### config.mk
export PLATFORM = sky130hd
export DESIGN_NAME = feal8_block_decrypt
export DESIGN_NICKNAME = d
export VERILOG_FILES = /design/src/hdl/feal8_pkg.sv /design/src/hdl/feal8_keysched.sv /design/src/hdl/feal8_block_decrypt.sv
export SDC_FILE = /design/constraint.sdc
export NUM_CORES = 2
export LEC_CHECK = 0
export BUFFER_PORTS_ARGS = -buffer_cell sky130_fd_sc_hd__buf_4
export CAP_MARGIN = 20
export CORE_MARGIN = 8
export CORE_UTILIZATION = 45
export CTS_CLUSTER_SIZE = 24
export DETAILED_ROUTE_END_ITERATION = 16
export PLACE_DENSITY = 0.69
export REMOVE_ABC_BUFFERS = 1
export SLEW_MARGIN = 0
export SYNTH_ARGS = -nofsm -noshare
export SYNTH_HDL_FRONTEND = slang
export SYNTH_SLANG_ARGS = --single-unit
### constraint.sdc
create_clock -name clk -period 23.1 [get_ports clk]
set_input_delay 4.62 -clock clk [delete_from_list [all_inputs] [get_ports clk]]
set_output_delay 4.62 -clock clk [all_outputs]
set_load 0.05 [all_outputs]
### src/hdl/feal8_pkg.sv
// Shared types, constants and round functions for the FEAL-8 block decryptor.
`timescale 1ns / 1ps
package feal8_pkg;

  localparam int BLOCK_W      = 64;
  localparam int KEY_W        = 64;
  localparam int CFG_IDX_W    = 1;
  localparam int SUBKEY_BYTES = 32;
  localparam int KS_PASSES    = 8;
  localparam int PASS_W       = $clog2(KS_PASSES);

  typedef logic [7:0] byte_t;

  typedef enum logic [CFG_IDX_W-1:0] {
    REG_KEY    = 1'b0,
    REG_BYPASS = 1'b1
  } cfg_reg_t;

  typedef struct packed {
    logic              busy;
    logic [PASS_W-1:0] pass;
  } ks_status_t;

  // byte add with optional carry-in, then rotate left by 2
  function automatic byte_t sbox(input byte_t a, input byte_t b, input logic c);
    byte_t s;
    s = a + b + {7'd0, c};
    return {s[5:0], s[7:6]};
  endfunction

  function automatic logic [BLOCK_W-1:0] feal_round(input logic [BLOCK_W-1:0] d,
                                                    input byte_t ka, input byte_t kb);
    byte_t n4, n5, n6, n7;
    n5 = d[47:40] ^ d[39:32] ^ ka;
    n6 = d[55:48] ^ d[63:56] ^ kb;
    n5 = sbox(n5, n6, 1'b1);
    n6 = sbox(n5, n6, 1'b0);
    n4 = sbox(d[39:32], n5, 1'b0);
    n7 = sbox(d[63:56], n6, 1'b1);
    return {n7 ^ d[31:24], n6 ^ d[23:16], n5 ^ d[15:8], n4 ^ d[7:0], d[63:32]};
  endfunction

  function automatic logic [BLOCK_W-1:0] whiten_in(input logic [BLOCK_W-1:0] blk,
                                                   input logic [BLOCK_W-1:0] k);
    logic [BLOCK_W-1:0] x;
    x = blk ^ k;
    return {x[63:32] ^ x[31:0], x[31:0]};
  endfunction

  function automatic logic [BLOCK_W-1:0] whiten_out(input logic [BLOCK_W-1:0] d,
                                                    input logic [BLOCK_W-1:0] k);
    logic [31:0] hi;
    logic [31:0] lo;
    hi = d[63:32] ^ d[31:0];
    lo = d[31:0] ^ hi;
    return {hi, lo} ^ k;
  endfunction

endpackage

### src/hdl/feal8_keysched.sv
// Key schedule sequencer: one pass per cycle, four subkey bytes per pass.
`timescale 1ns / 1ps
module feal8_keysched import feal8_pkg::*; (
  input  logic             clk,
  input  logic             rst,
  input  logic             key_load,
  input  logic [KEY_W-1:0] key,
  output ks_status_t       status,
  output byte_t            subkey [SUBKEY_BYTES]
);

  byte_t             v [8];
  byte_t             prev [4];
  logic              busy;
  logic [PASS_W-1:0] pass;

  byte_t             v_next [8];
  byte_t             prev_next [4];

  always_comb begin
    byte_t mix [4];
    byte_t t4, t5, t6, t7;
    for (int i = 0; i < 4; i++) begin
      mix[i]       = v[i+4] ^ prev[i];
      prev_next[i] = v[i];
      v_next[i]    = v[i+4];
    end
    t5 = v[1] ^ v[0];
    t6 = v[3] ^ v[2];
    t5 = sbox(t5, t6 ^ mix[0], 1'b1);
    t6 = sbox(t6, t5 ^ mix[1], 1'b0);
    t4 = sbox(v[0], t5 ^ mix[2], 1'b0);
    t7 = sbox(v[3], t6 ^ mix[3], 1'b1);
    v_next[4] = t4;
    v_next[5] = t5;
    v_next[6] = t6;
    v_next[7] = t7;
  end

  // reset runs the schedule of the all-zero key
  always_ff @(posedge clk) begin
    if (rst) begin
      busy <= 1'b1;
      pass <= '0;
      for (int i = 0; i < 8; i++) v[i] <= '0;
      for (int i = 0; i < 4; i++) prev[i] <= '0;
    end else if (key_load) begin
      busy <= 1'b1;
      pass <= '0;
      for (int i = 0; i < 8; i++) v[i] <= key[8*i +: 8];
      for (int i = 0; i < 4; i++) prev[i] <= '0;
    end else if (busy) begin
      pass <= pass + 1'b1;
      if (pass == PASS_W'(KS_PASSES - 1)) busy <= 1'b0;
      v    <= v_next;
      prev <= prev_next;
    end
  end

  always_ff @(posedge clk) begin
    if (busy && !key_load) begin
      for (int i = 0; i < 4; i++) subkey[{pass, 2'(i)}] <= v_next[i+4];
    end
  end

  assign status.busy = busy;
  assign status.pass = pass;

endmodule

### src/hdl/feal8_block_decrypt.sv
// Top level: four-stage FEAL-8 decryption pipeline with stream ports.
`timescale 1ns / 1ps
// Decrypts one 64-bit block per cycle unless backpressure or the key schedule
// holds it; two Feistel rounds sit in each of the four pipeline stages, input
// whitening in the first and output whitening in the last, and the last stage
// is the output register. Backpressure propagates stage by stage, so bubbles
// fill while the output waits. After reset and after every key write the
// subkey sequencer runs eight passes, one per cycle, and s_axis_tready stays
// low until they are done. With bypass set, words pass through unchanged.
module feal8_block_decrypt import feal8_pkg::*; (
  input  logic                 clk,
  input  logic                 rst,
  input  logic                 s_axis_tvalid,
  output logic                 s_axis_tready,
  input  logic [BLOCK_W-1:0]   s_axis_tdata,   // cipher_block
  input  logic                 s_axis_tlast,   // last_in
  output logic                 m_axis_tvalid,
  input  logic                 m_axis_tready,
  output logic [BLOCK_W-1:0]   m_axis_tdata,   // plain_block
  output logic                 m_axis_tlast,   // last_out
  input  logic                 cfg_we,
  input  logic [CFG_IDX_W-1:0] cfg_index,
  input  logic [KEY_W-1:0]     cfg_wdata
);

  localparam int STAGES = 4;

  ks_status_t         ks;
  byte_t              subkey [SUBKEY_BYTES];
  logic               bypass;
  logic               key_load;

  logic [BLOCK_W-1:0] k_in;
  logic [BLOCK_W-1:0] k_out;

  logic [STAGES-1:0]  vld;
  logic [STAGES-1:0]  rdy;
  logic [BLOCK_W-1:0] dat [STAGES];
  logic               lst [STAGES];
  logic [BLOCK_W-1:0] dat_next [STAGES];
  logic               in_acc;

  assign key_load = cfg_we && (cfg_index == REG_KEY);

  feal8_keysched u_ks (
    .clk      (clk),
    .rst      (rst),
    .key_load (key_load),
    .key      (cfg_wdata),
    .status   (ks),
    .subkey   (subkey)
  );

  always_ff @(posedge clk) begin
    if (rst) bypass <= 1'b0;
    else if (cfg_we && (cfg_index == REG_BYPASS)) bypass <= cfg_wdata[0];
  end

  always_comb begin
    for (int i = 0; i < 8; i++) begin
      k_in[8*i +: 8]  = subkey[24 + i];
      k_out[8*i +: 8] = subkey[16 + i];
    end
  end

  // user must change bypass only while the pipeline is empty; not enforced
  always_comb begin
    dat_next[0] = bypass ? s_axis_tdata :
        feal_round(feal_round(whiten_in(s_axis_tdata, k_in), subkey[14], subkey[15]),
                   subkey[12], subkey[13]);
    dat_next[1] = bypass ? dat[0] :
        feal_round(feal_round(dat[0], subkey[10], subkey[11]), subkey[8], subkey[9]);
    dat_next[2] = bypass ? dat[1] :
        feal_round(feal_round(dat[1], subkey[6], subkey[7]), subkey[4], subkey[5]);
    dat_next[3] = bypass ? dat[2] :
        whiten_out(feal_round(feal_round(dat[2], subkey[2], subkey[3]),
                              subkey[0], subkey[1]), k_out);
  end

  always_comb begin
    rdy[STAGES-1] = !vld[STAGES-1] || m_axis_tready;
    for (int k = STAGES - 2; k >= 0; k--) rdy[k] = !vld[k] || rdy[k+1];
  end

  assign s_axis_tready = rdy[0] && !ks.busy;
  assign in_acc        = s_axis_tvalid && s_axis_tready;

  always_ff @(posedge clk) begin
    if (rst) begin
      vld <= '0;
    end else begin
      if (rdy[0]) vld[0] <= in_acc;
      for (int k = 1; k < STAGES; k++) begin
        if (rdy[k]) vld[k] <= vld[k-1];
      end
    end
  end

  always_ff @(posedge clk) begin
    if (rdy[0]) begin
      dat[0] <= dat_next[0];
      lst[0] <= s_axis_tlast;
    end
    for (int k = 1; k < STAGES; k++) begin
      if (rdy[k]) begin
        dat[k] <= dat_next[k];
        lst[k] <= lst[k-1];
      end
    end
  end

  assign m_axis_tvalid = vld[STAGES-1];
  assign m_axis_tdata  = dat[STAGES-1];
  assign m_axis_tlast  = lst[STAGES-1];

`ifndef NO_ASSERTIONS
  // a key write holds off input while the new subkeys are built
  a_key_blocks_input: assert property (@(posedge clk)
    cfg_we && (cfg_index == REG_KEY) |=> !s_axis_tready)
    else $error("input accepted right after a key write");

  // schedule ends only after its final pass
  a_ks_full_run: assert property (@(posedge clk) disable iff (rst)
    $fell(ks.busy) |-> ($past(ks.pass) == PASS_W'(KS_PASSES - 1)))
    else $error("key schedule ended early");

  // a word in the third stage moves into the output register when it is free
  a_stage_advance: assert property (@(posedge clk) disable iff (rst)
    vld[STAGES-2] && rdy[STAGES-1] |=> m_axis_tvalid)
    else $error("word lost between the last two stages");
`endif

endmodule
==> reports/metrics.yaml <==
floorplanning:
  placementRows: 109
  die_x_um: 313
  core_um2: 87800
  die_h_um: 313
  io_pins: 202
  initial_utilization_pct: 45.1
  fp.dieArea_um2: 97800
clocking:
  cts_resized: 0
  hold_buffers: 0
  clock-sinks: 621
  cts-buffers-inserted: 73
  worstSkewPairLatency_ns: 0.63
  cts_root_buffer: "clkbuf_16"
  cts_tree: "done"
  htreeDepth: 3
  clockBufferDepth: 3
  path_clk_slew_ns: 0.06
  postCtsSetupRepairBufs: 0
timing:
  max_slew_margin_pct: 23.6
  fmax_mhz: 61.1
  setup_viol: 0
  hold_viol_final: 0
  grt_setup_unrepaired: "no"
  fin_worst_skew_ns: 0.0273
  fin_crit_ns: 16.38
  post-route-period-util_pct: 70.9
  tns_ns: 0
  worst_pin_slew_ns: 1.14
  maxSlewViolCount: 0
cells_and_area:
  fill_cells: 7826
  drive_above_1_share_pct: 12.0
  final_cell_area_um2: 45300
  nets: 4127
  syn_to_final_growth_pct: 14.2
grt:
  grt-ovfl-total: 0
  grt_usage_pct: 22.2
  grt_max_degree: 160
  grt_pass1_wl_um: 163000
  grt_pass1_vias: 25600
  antenna_found_initial: 6
min_path:
  hold_class: "flop to flop"
  min_from: "lst[2]$_DFFE_PP_"
  min_to: "lst[3]$_DFFE_PP_"
  hold_depth: 0
drt:
  first_iter_violations: 1882
  detail-route-antenna-nets: 0
  drt_wl_total_um: 112000
  via_per_inst: 5.16
  wl_per_cell_um: 22.7
  via_count: 25400
  first_pass_iters: 7
  drc: 0
setup_path:
  crit_type: "primary input to flop"
  regToRegSetupSlack_ns: 9.91
  crit_slowest_cell: "xnor2_1"
  reg2reg_depth: 61
  cp_num_cells: 62
  crit_family: "compound AO/OA/AOI/OAI gates"
  path_common_cell: "xnor2_1"
  crit_arrival_ns: 16.72
  reg2reg_to: "dat[2][57]$_DFFE_PP_"
  critPathCaptureType: "flop"
  worst-path-buf-inv: 9
  rr_startpoint: "dat[1][49]$_DFFE_PP_"
  crit_path_max_fanout: 5
  max_stage_delay_ns: 0.50
  cp.required_ns: 23.44
  crit_path_start_kind: "primary input"
synth:
  netlist_area_um2: 39600
  synthCells: 3472
  syn_area_per_cell_um2: 11.4
  synth_edf_count: 516
  ys_ff_latch: 621
  yosysUniqueCellTypes: 78
  async_flop_share_pct: 0
  ys.flop_type: "edfxtp_1"
  yosysSeqAreaShare_pct: 44.4
  yosysWarnings: 0
place:
  hpwl_um: 86200
  placed_cell_area_um2: 42800
  port_buffers: 201
  gp_congestion: 0.908
outcome:
  outcome: "finished, final reports clean"
flow_run:
  max_cap_viol_count: 0
[registers in the layout, summed over array words and instances (netlist names)]
name / flops
dat: 256
u_ks.subkey: 256
u_ks.prev: 32
u_ks.prev_next: 32
u_ks.v: 32
lst: 4
vld: 4
u_ks.pass: 3
bypass: 1
u_ks.busy: 1
[layer usage]
metal | GRT usage (%) | vias up | wire length [um]
li1 | - | 12400 | -
met1 | 28.8 | 12200 | 48000
met2 | 37.5 | 693 | 53400
met3 | 3.18 | 200 | 5810
met4 | 8.81 | 0 | 4830
met5 | 0 | - | 0
[logic make-up after synthesis]
logic type | after synthesis | share of synthesized area [%]
adder cells (fa/ha/maj) | 286 | 9.62
flip-flops | 621 | 44.4
XOR/XNOR | 1142 | 25.9
multiplexers | 128 | 3.35
buffers and inverters | 253 | 2.48
AND/OR/NAND/NOR | 560 | 6.43
AO/OA/AOI/OAI | 482 | 7.82
[per-stage QoR]
stage	utilization, %	cells	setup WS (ns)	hold WS, ns
after CTS	51.5	4930	6.79	0.422
after floorplan	-	3389	7.77	0.400
final	51.5	4934	6.72	0.422
after global placement	48.7	4795	6.37	0.401
after detailed placement	48.7	4797	6.17	0.406
after global routing	51.5	4931	5.74	0.426
[worst register-to-register path, delay by kind of cell (launching register included)]
family	cells	cell delay [ns]
buffers and inverters	3	0.40
adder cells (fa/ha/maj)	6	1.91
AO/OA/AOI/OAI	34	5.87
flip-flops	1	0.43
XOR/XNOR	13	3.77
AND/OR/NAND/NOR	5	0.53
[final cells by class]
| cell class | count | area [um2] | area share [%] |
|---|---|---|---|
| Antenna cell | 3 | 7.51 | 0.0166 |
| Clock buffer | 85 | 1900 | 4.20 |
| Clock inverter | 48 | 513 | 1.13 |
| Inverter | 170 | 638 | 1.41 |
| Multi-Input combinational cell | 2598 | 21200 | 46.9 |
| Sequential cell | 621 | 17600 | 38.9 |
| Tap cell | 1165 | 1460 | 3.22 |
| Timing Repair Buffer | 244 | 1900 | 4.19 |
[synthesized netlist by cell type, types with 61 or more instances]
master	count	area [um2]
mux2i_1	92	921
nor2_1	323	1210
o21ai_0	83	415
a211oi_1	61	458
edfxtp_1	516	15500
nand2b_1	77	482
ha_1	252	3150
dfxtp_1	105	2100
nand2_1	68	255
xnor2_1	752	6590
clkbuf_1	66	248
a21o_1	99	743
inv_1	169	634
xor2_1	370	3240
a21oi_1	149	746
[cell usage in the layout (no fill, tap or decap), types with 14 or more instances in the layout]
cell type | Yosys | routed
dfxtp_1 | 105 | 103
o21ai_0 | 83 | 83
nor2b_1 | 25 | 25
nor3_1 | 14 | 14
buf_4 | 1 | 240
ha_1 | 252 | 252
nand2_1 | 68 | 66
edfxtp_1 | 516 | 516
o21bai_1 | 53 | 53
a21oi_1 | 149 | 149
nand2b_1 | 77 | 76
inv_1 | 169 | 167
fa_1 | 32 | 32
a21o_1 | 99 | 99
xor2_1 | 370 | 367
clkinv_1 | 1 | 15
a211oi_1 | 61 | 61
clkbuf_16 | 0 | 73
xnor2_1 | 752 | 741
nor2_1 | 323 | 315
mux2i_1 | 92 | 92
mux2_2 | 36 | 36
[how the worst max path moves through the flow]
| stage | endpoint | from | slack [ns] |
|---|---|---|---|
| global route | dat[0][57]$_DFFE_PN_ | s_axis_tdata[16] | 5.74 |
| global placement | dat[0][57]$_DFFE_PN_ | s_axis_tdata[16] | 6.37 |
| detailed placement | dat[0][57]$_DFFE_PN_ | s_axis_tdata[16] | 6.17 |
| floorplan | dat[0][57]$_DFFE_PN_ | s_axis_tdata[16] | 7.77 |
| CTS | dat[0][57]$_DFFE_PN_ | s_axis_tdata[16] | 6.79 |
| finish | dat[0][57]$_DFFE_PN_ | s_axis_tdata[16] | 6.72 |
Power is left out: the tool's default activity adds up to more than one toggle a clock period on the data nets, which glitch-free logic cannot reach.
